`src/design/lcfc_pkg.sv`:
```
// ----------------------------------------------------------------------------
// lcfc_pkg
// Shared types, constants and the bytewise CRC-32 step for the frame checker.
// ----------------------------------------------------------------------------
package lcfc_pkg;

    localparam int unsigned FRAME_LEN_W   = 26;
    localparam int unsigned JOURNAL_W     = 30;
    localparam int unsigned FRAME_CNT_W   = 26;
    localparam int unsigned BYTES_LEFT_W  = 25;

    localparam logic [FRAME_LEN_W-1:0] FRAME_CAP   = 26'd33554432;
    localparam logic [JOURNAL_W-1:0]   JOURNAL_CAP = 30'd536870912;

    localparam logic [31:0] CRC_POLY = 32'hEDB88320;
    localparam logic [31:0] CRC_INIT = 32'hFFFFFFFF;

    // register indexes on the config port
    localparam logic REG_MAX_FRAME_LEN     = 1'b0;
    localparam logic REG_MAX_JOURNAL_BYTES = 1'b1;

    typedef enum logic [2:0] {
        ERR_NONE        = 3'd0,
        ERR_FRAME_SIZE  = 3'd1,
        ERR_CRC         = 3'd2,
        ERR_TRUNC_HDR   = 3'd3,
        ERR_TRUNC_FRAME = 3'd4,
        ERR_JOURNAL     = 3'd5
    } t_err;

    typedef struct packed {
        logic [FRAME_LEN_W-1:0] max_frame_len;
        logic [JOURNAL_W-1:0]   max_journal_bytes;
    } t_cfg;

    // reflected CRC-32, one byte
    function automatic logic [31:0] crc_byte(input logic [31:0] crc, input logic [7:0] b);
        logic [31:0] c;
        c = crc ^ {24'd0, b};
        for (int k = 0; k < 8; k++) begin
            c = c[0] ? ((c >> 1) ^ CRC_POLY) : (c >> 1);
        end
        return c;
    endfunction

endpackage

```
`src/design/lcfc_apb_regs.sv`:
```
// ----------------------------------------------------------------------------
// lcfc_apb_regs
// APB-style register file holding the frame and journal size limits.
// ----------------------------------------------------------------------------
module lcfc_apb_regs (
    input  logic                i_clk,
    input  logic                i_rst_n,
    input  logic                psel,
    input  logic                penable,
    input  logic                pwrite,
    input  logic [2:0]          paddr,
    input  logic [31:0]         pwdata,
    output logic [31:0]         prdata,
    output logic                pready,
    output lcfc_pkg::t_cfg      o_cfg
);

    logic [lcfc_pkg::FRAME_LEN_W-1:0] r_max_frame_len;
    logic [lcfc_pkg::JOURNAL_W-1:0]   r_max_journal;
    logic                             wr_en;

    assign pready = 1'b1;
    assign wr_en  = psel & penable & pwrite & pready;

    // word-aligned bus: only paddr[2] selects the register
    always_ff @(posedge i_clk) begin
        if (!i_rst_n) begin
            r_max_frame_len <= lcfc_pkg::FRAME_CAP;
            r_max_journal   <= lcfc_pkg::JOURNAL_CAP;
        end else if (wr_en) begin
            if (paddr[2] == lcfc_pkg::REG_MAX_FRAME_LEN) begin
                r_max_frame_len <= pwdata[lcfc_pkg::FRAME_LEN_W-1:0];
            end else begin
                r_max_journal <= pwdata[lcfc_pkg::JOURNAL_W-1:0];
            end
        end
    end

    always_comb begin
        if (paddr[2] == lcfc_pkg::REG_MAX_JOURNAL_BYTES) begin
            prdata = {2'd0, r_max_journal};
        end else begin
            prdata = {6'd0, r_max_frame_len};
        end
    end

    assign o_cfg.max_frame_len     = r_max_frame_len;
    assign o_cfg.max_journal_bytes = r_max_journal;

endmodule

```
`config.mk`:
```
export PLATFORM = sky130hd
export DESIGN_NAME = lcfc_apb_regs
export DESIGN_NICKNAME = d
export VERILOG_FILES = /design/src/design/lcfc_pkg.sv /design/src/design/lcfc_apb_regs.sv
export SDC_FILE = /design/constraint.sdc
export NUM_CORES = 1
export LEC_CHECK = 0
export ABC_AREA = 1
export BUFFER_PORTS_ARGS = -buffer_cell sky130_fd_sc_hd__buf_2
export CAP_MARGIN = 5
export CORE_MARGIN = 3
export CORE_UTILIZATION = 35
export CTS_BUF_LIST = sky130_fd_sc_hd__clkbuf_2 sky130_fd_sc_hd__clkbuf_4 sky130_fd_sc_hd__clkbuf_8
export CTS_CLUSTER_DIAMETER = 200
export DETAILED_ROUTE_END_ITERATION = 8
export PLACE_DENSITY = 0.7
export SLEW_MARGIN = 0
export SYNTH_ARGS = -nofsm -noshare
export SYNTH_HDL_FRONTEND = slang
export SYNTH_SLANG_ARGS = --single-unit
```
`constraint.sdc`:
```
create_clock -name i_clk -period 1.3 [get_ports i_clk]
set_clock_uncertainty 0.2 [all_clocks]
set_input_delay 0.26 -clock i_clk [delete_from_list [all_inputs] [get_ports i_clk]]
set_output_delay 0.26 -clock i_clk [all_outputs]
set_load 0.02 [all_outputs]
```
==> results.md <==
* Final setup margin at -82.02 ps
* Hold crit path type: input pin to flop
* Die footprint at between 9000 and 10000 um2
* Vias post-DR at just over 3000
* Clock Latency Late Sink at around 300 ps
* CTS sink count at between 50 and 60
* Mapped Area at about 2800 um2
* Switching part of the total power at ~30%
* Top Family by Delay on Critical Path: flip-flops
* Worst path slowest cell: dfxtp_2
* H-tree depth at 2
* DR iter-0 viols at 83
* Die Span Y at 95.03 um
* Violated checks: setup timing
* Finish-stage setup viols at 31
* Netlist cell types at 16
* Critical path data arrival time at around 920 ps
* Gr usage total at around 18%
* Startpoint Class: flop
* Dpl cell area at between 3000 and 4000 um2
* WL/cell at approximately 13 um
* Antenna violations before repair at 0
* TritonCTS Buffers at 5
* Largest stage delay, worst path at roughly 380 ps
* GR Overflow Total at 0
* Seq pwr share at about half
* CTS clk-pin slew, worst paths at approximately 100 ps
* Synth warn at 0
* Most frequent cells in the layout: nor2_1 (108), nand2_2 (70), nand2_1 (69), buf_6 (57), nand3_1 (56)
* First-pass GRT wire length at 13030 um
* Register bit total from synthesis at 56
* Core Area at approximately 7500 um2
* Largest net degree at the start of global routing at 32
* Area grow syn2layout at 58.73%
* Via-to-Cell Ratio at 4.644
* Critical path class: flop to output port
* Sequential-to-total area share from yosys stat at 40.41%
* CP cell instances: nand2_2 -> nand2_2 -> buf_6
* Combinational Power Share at a little under a quarter
* Post-DP HPWL at ~5500 um
* CP dominant cell by count: nand2_2
* Vias in the first global route at between 2000 and 3000
* Final Cycle Share at 106.3%
* Leak pwr at ~0.0022 uW
* PD cells at 829.3 nW/um2
* RSZ-0062 raised after global routing: true
* Starting Density at between 30% and 40%
* CTS tree: done
* Chip width at ~95 um
* Setup TNS at -1614 ps
* Mean Syn Cell Area at 6.406 um2
* Final WL at roughly 8500 um
* Share of cells above drive strength 1 at a little over 50%
* Nets at 593
* Max Buffers Root-to-Sink at 2
* Max IR drop VDD at between 0.4 and 0.5 mV
* CP endpoint kind: output port
* GPL Wtd Cong at 0.7425
* Root buf cell: clkbuf_8
* Syn Inst Count at between 400 and 500
* Internal Pwr Total at between 2000 and 3000 uW
* I/O Buffers at 121
* Status: complete, but fails checks
* CP max FO at 3
* Design Area, Final at 4403 um2
* Final Hold Viols at 0
* R2r setup slk at approximately 370 ps
* Post-layout minimum cycle time at 1382 ps
* DRC Markers at 0
* Antenna Violating Nets Remaining at 0
* Row count at 31
* Max Fclk at around 0.72 GHz
* Sw power at 1070 uW
* Count of final max-slew check failures at 0
* DR pass1 iterations at 4
* Crit path buf inv count at 1
* Antenna Cells at 0
* Commonest non-fill, non-tap cell in the layout: nor2_1
* Crit path required time at between 800 and 900 ps
* Num ports at approximately 130
* Clock power frac at between 20% and 30%
* Max-cap viol count at 0
per-stage QoR:
step	cells	worst slack, ps	hold slack (ps)	total power (uW)	utilization [%]
after floorplan	434	13.57	186.2	2307	-
after global placement	638	-100.8	283.6	2537	47.92
after detailed placement	638	-141.3	287.1	2549	47.92
after CTS	650	-67.05	53.90	3631	55.09
after global routing	652	-127.0	81.29	3838	58.82
final	652	-82.02	61.76	3652	58.82
final timing paths:
check                                                        end                             start  depth (start not counted)
worst max-delay path                                   prdata[3]     r_max_journal[3]$_SDFFE_PN0P_                          3
worst min-delay path              r_max_journal[28]$_SDFFE_PN0P_                        pwdata[28]                          5
worst max register to register   r_max_frame_len[9]$_SDFFE_PN0P_   r_max_frame_len[9]$_SDFFE_PN0P_                          3
worst min register to register  r_max_frame_len[19]$_SDFFE_PN0P_  r_max_frame_len[19]$_SDFFE_PN0P_                          2
state kept, by name (all words and copies together), names as in the netlist:
register and flops:
r_max_frame_len 26, r_max_journal 30
cell usage after synthesis:
cell type  instances  area [um2]
buf_6             10       112.6
dfxtp_1           56        1121
o21ai_0            2       10.01
buf_4              4       30.03
nand2_2            1       6.260
nor2_4             1       11.26
inv_2              1       3.750
nand3_1           56       280.3
inv_1             34       127.6
nand3_4            1       17.52
nor2_8             2       40.04
buf_2             15       75.07
clkbuf_1           2       7.510
nor2_1           108       405.4
nand2_1          138       518.0
conb_1             2       7.510
worst register-to-register path, stage by stage (launching register included):
cell and delay (ps):
dfxtp_2 350, buf_4 130, nor2_1 90, nor2_1 60
power by group through the flow:
stage	Combinational, uW	Sequential (uW)	Clock (uW)
floorplan	379	1930	0
global placement	679	1860	0
detailed placement	688	1860	0
CTS	794	1840	1000
global route	920	1850	1070
finish	847	1840	967
per-layer routing:
metal | vias up | GRT usage, % | part of all wire [%]
li1 | 1545 | - | -
met1 | 1385 | 21.33 | 40
met2 | 84 | 33.41 | 54
met3 | 14 | 3.078 | 4.9
met4 | 0 | 4.928 | 1.6
met5 | - | 0 | 0
cell type report:
cell class	instances	area [um2]
fill	711	3083
sequential	56	1211
tap	99	123.9
timing repair buffer	143	1368
clock buffer	6	82.58
clock inverter	1	8.758
multi-input combinational	312	1473
inverter	35	136.4
kinds of logic after synthesis:
| kind of cell | synth area share [%] |
|---|---|
| AOI/OAI and AO/OA | 0.3609 |
| and+or+nand+nor | 46.10 |
| DFF | 40.42 |
| other | 0.2707 |
| buffers and inverters | 12.86 |
timing repair:
action | CTS | global route
gates cloned | 2 | 0
gates resized for setup | 159 | 94
endpoints found under the hold margin | 2 | 0
endpoints found under the setup margin | 83 | 81
pin swaps | 29 | 14
buffers inserted | 1 | 2
hold buffers | 2 | 0
Note: power is estimated with default switching activity, not from simulation.
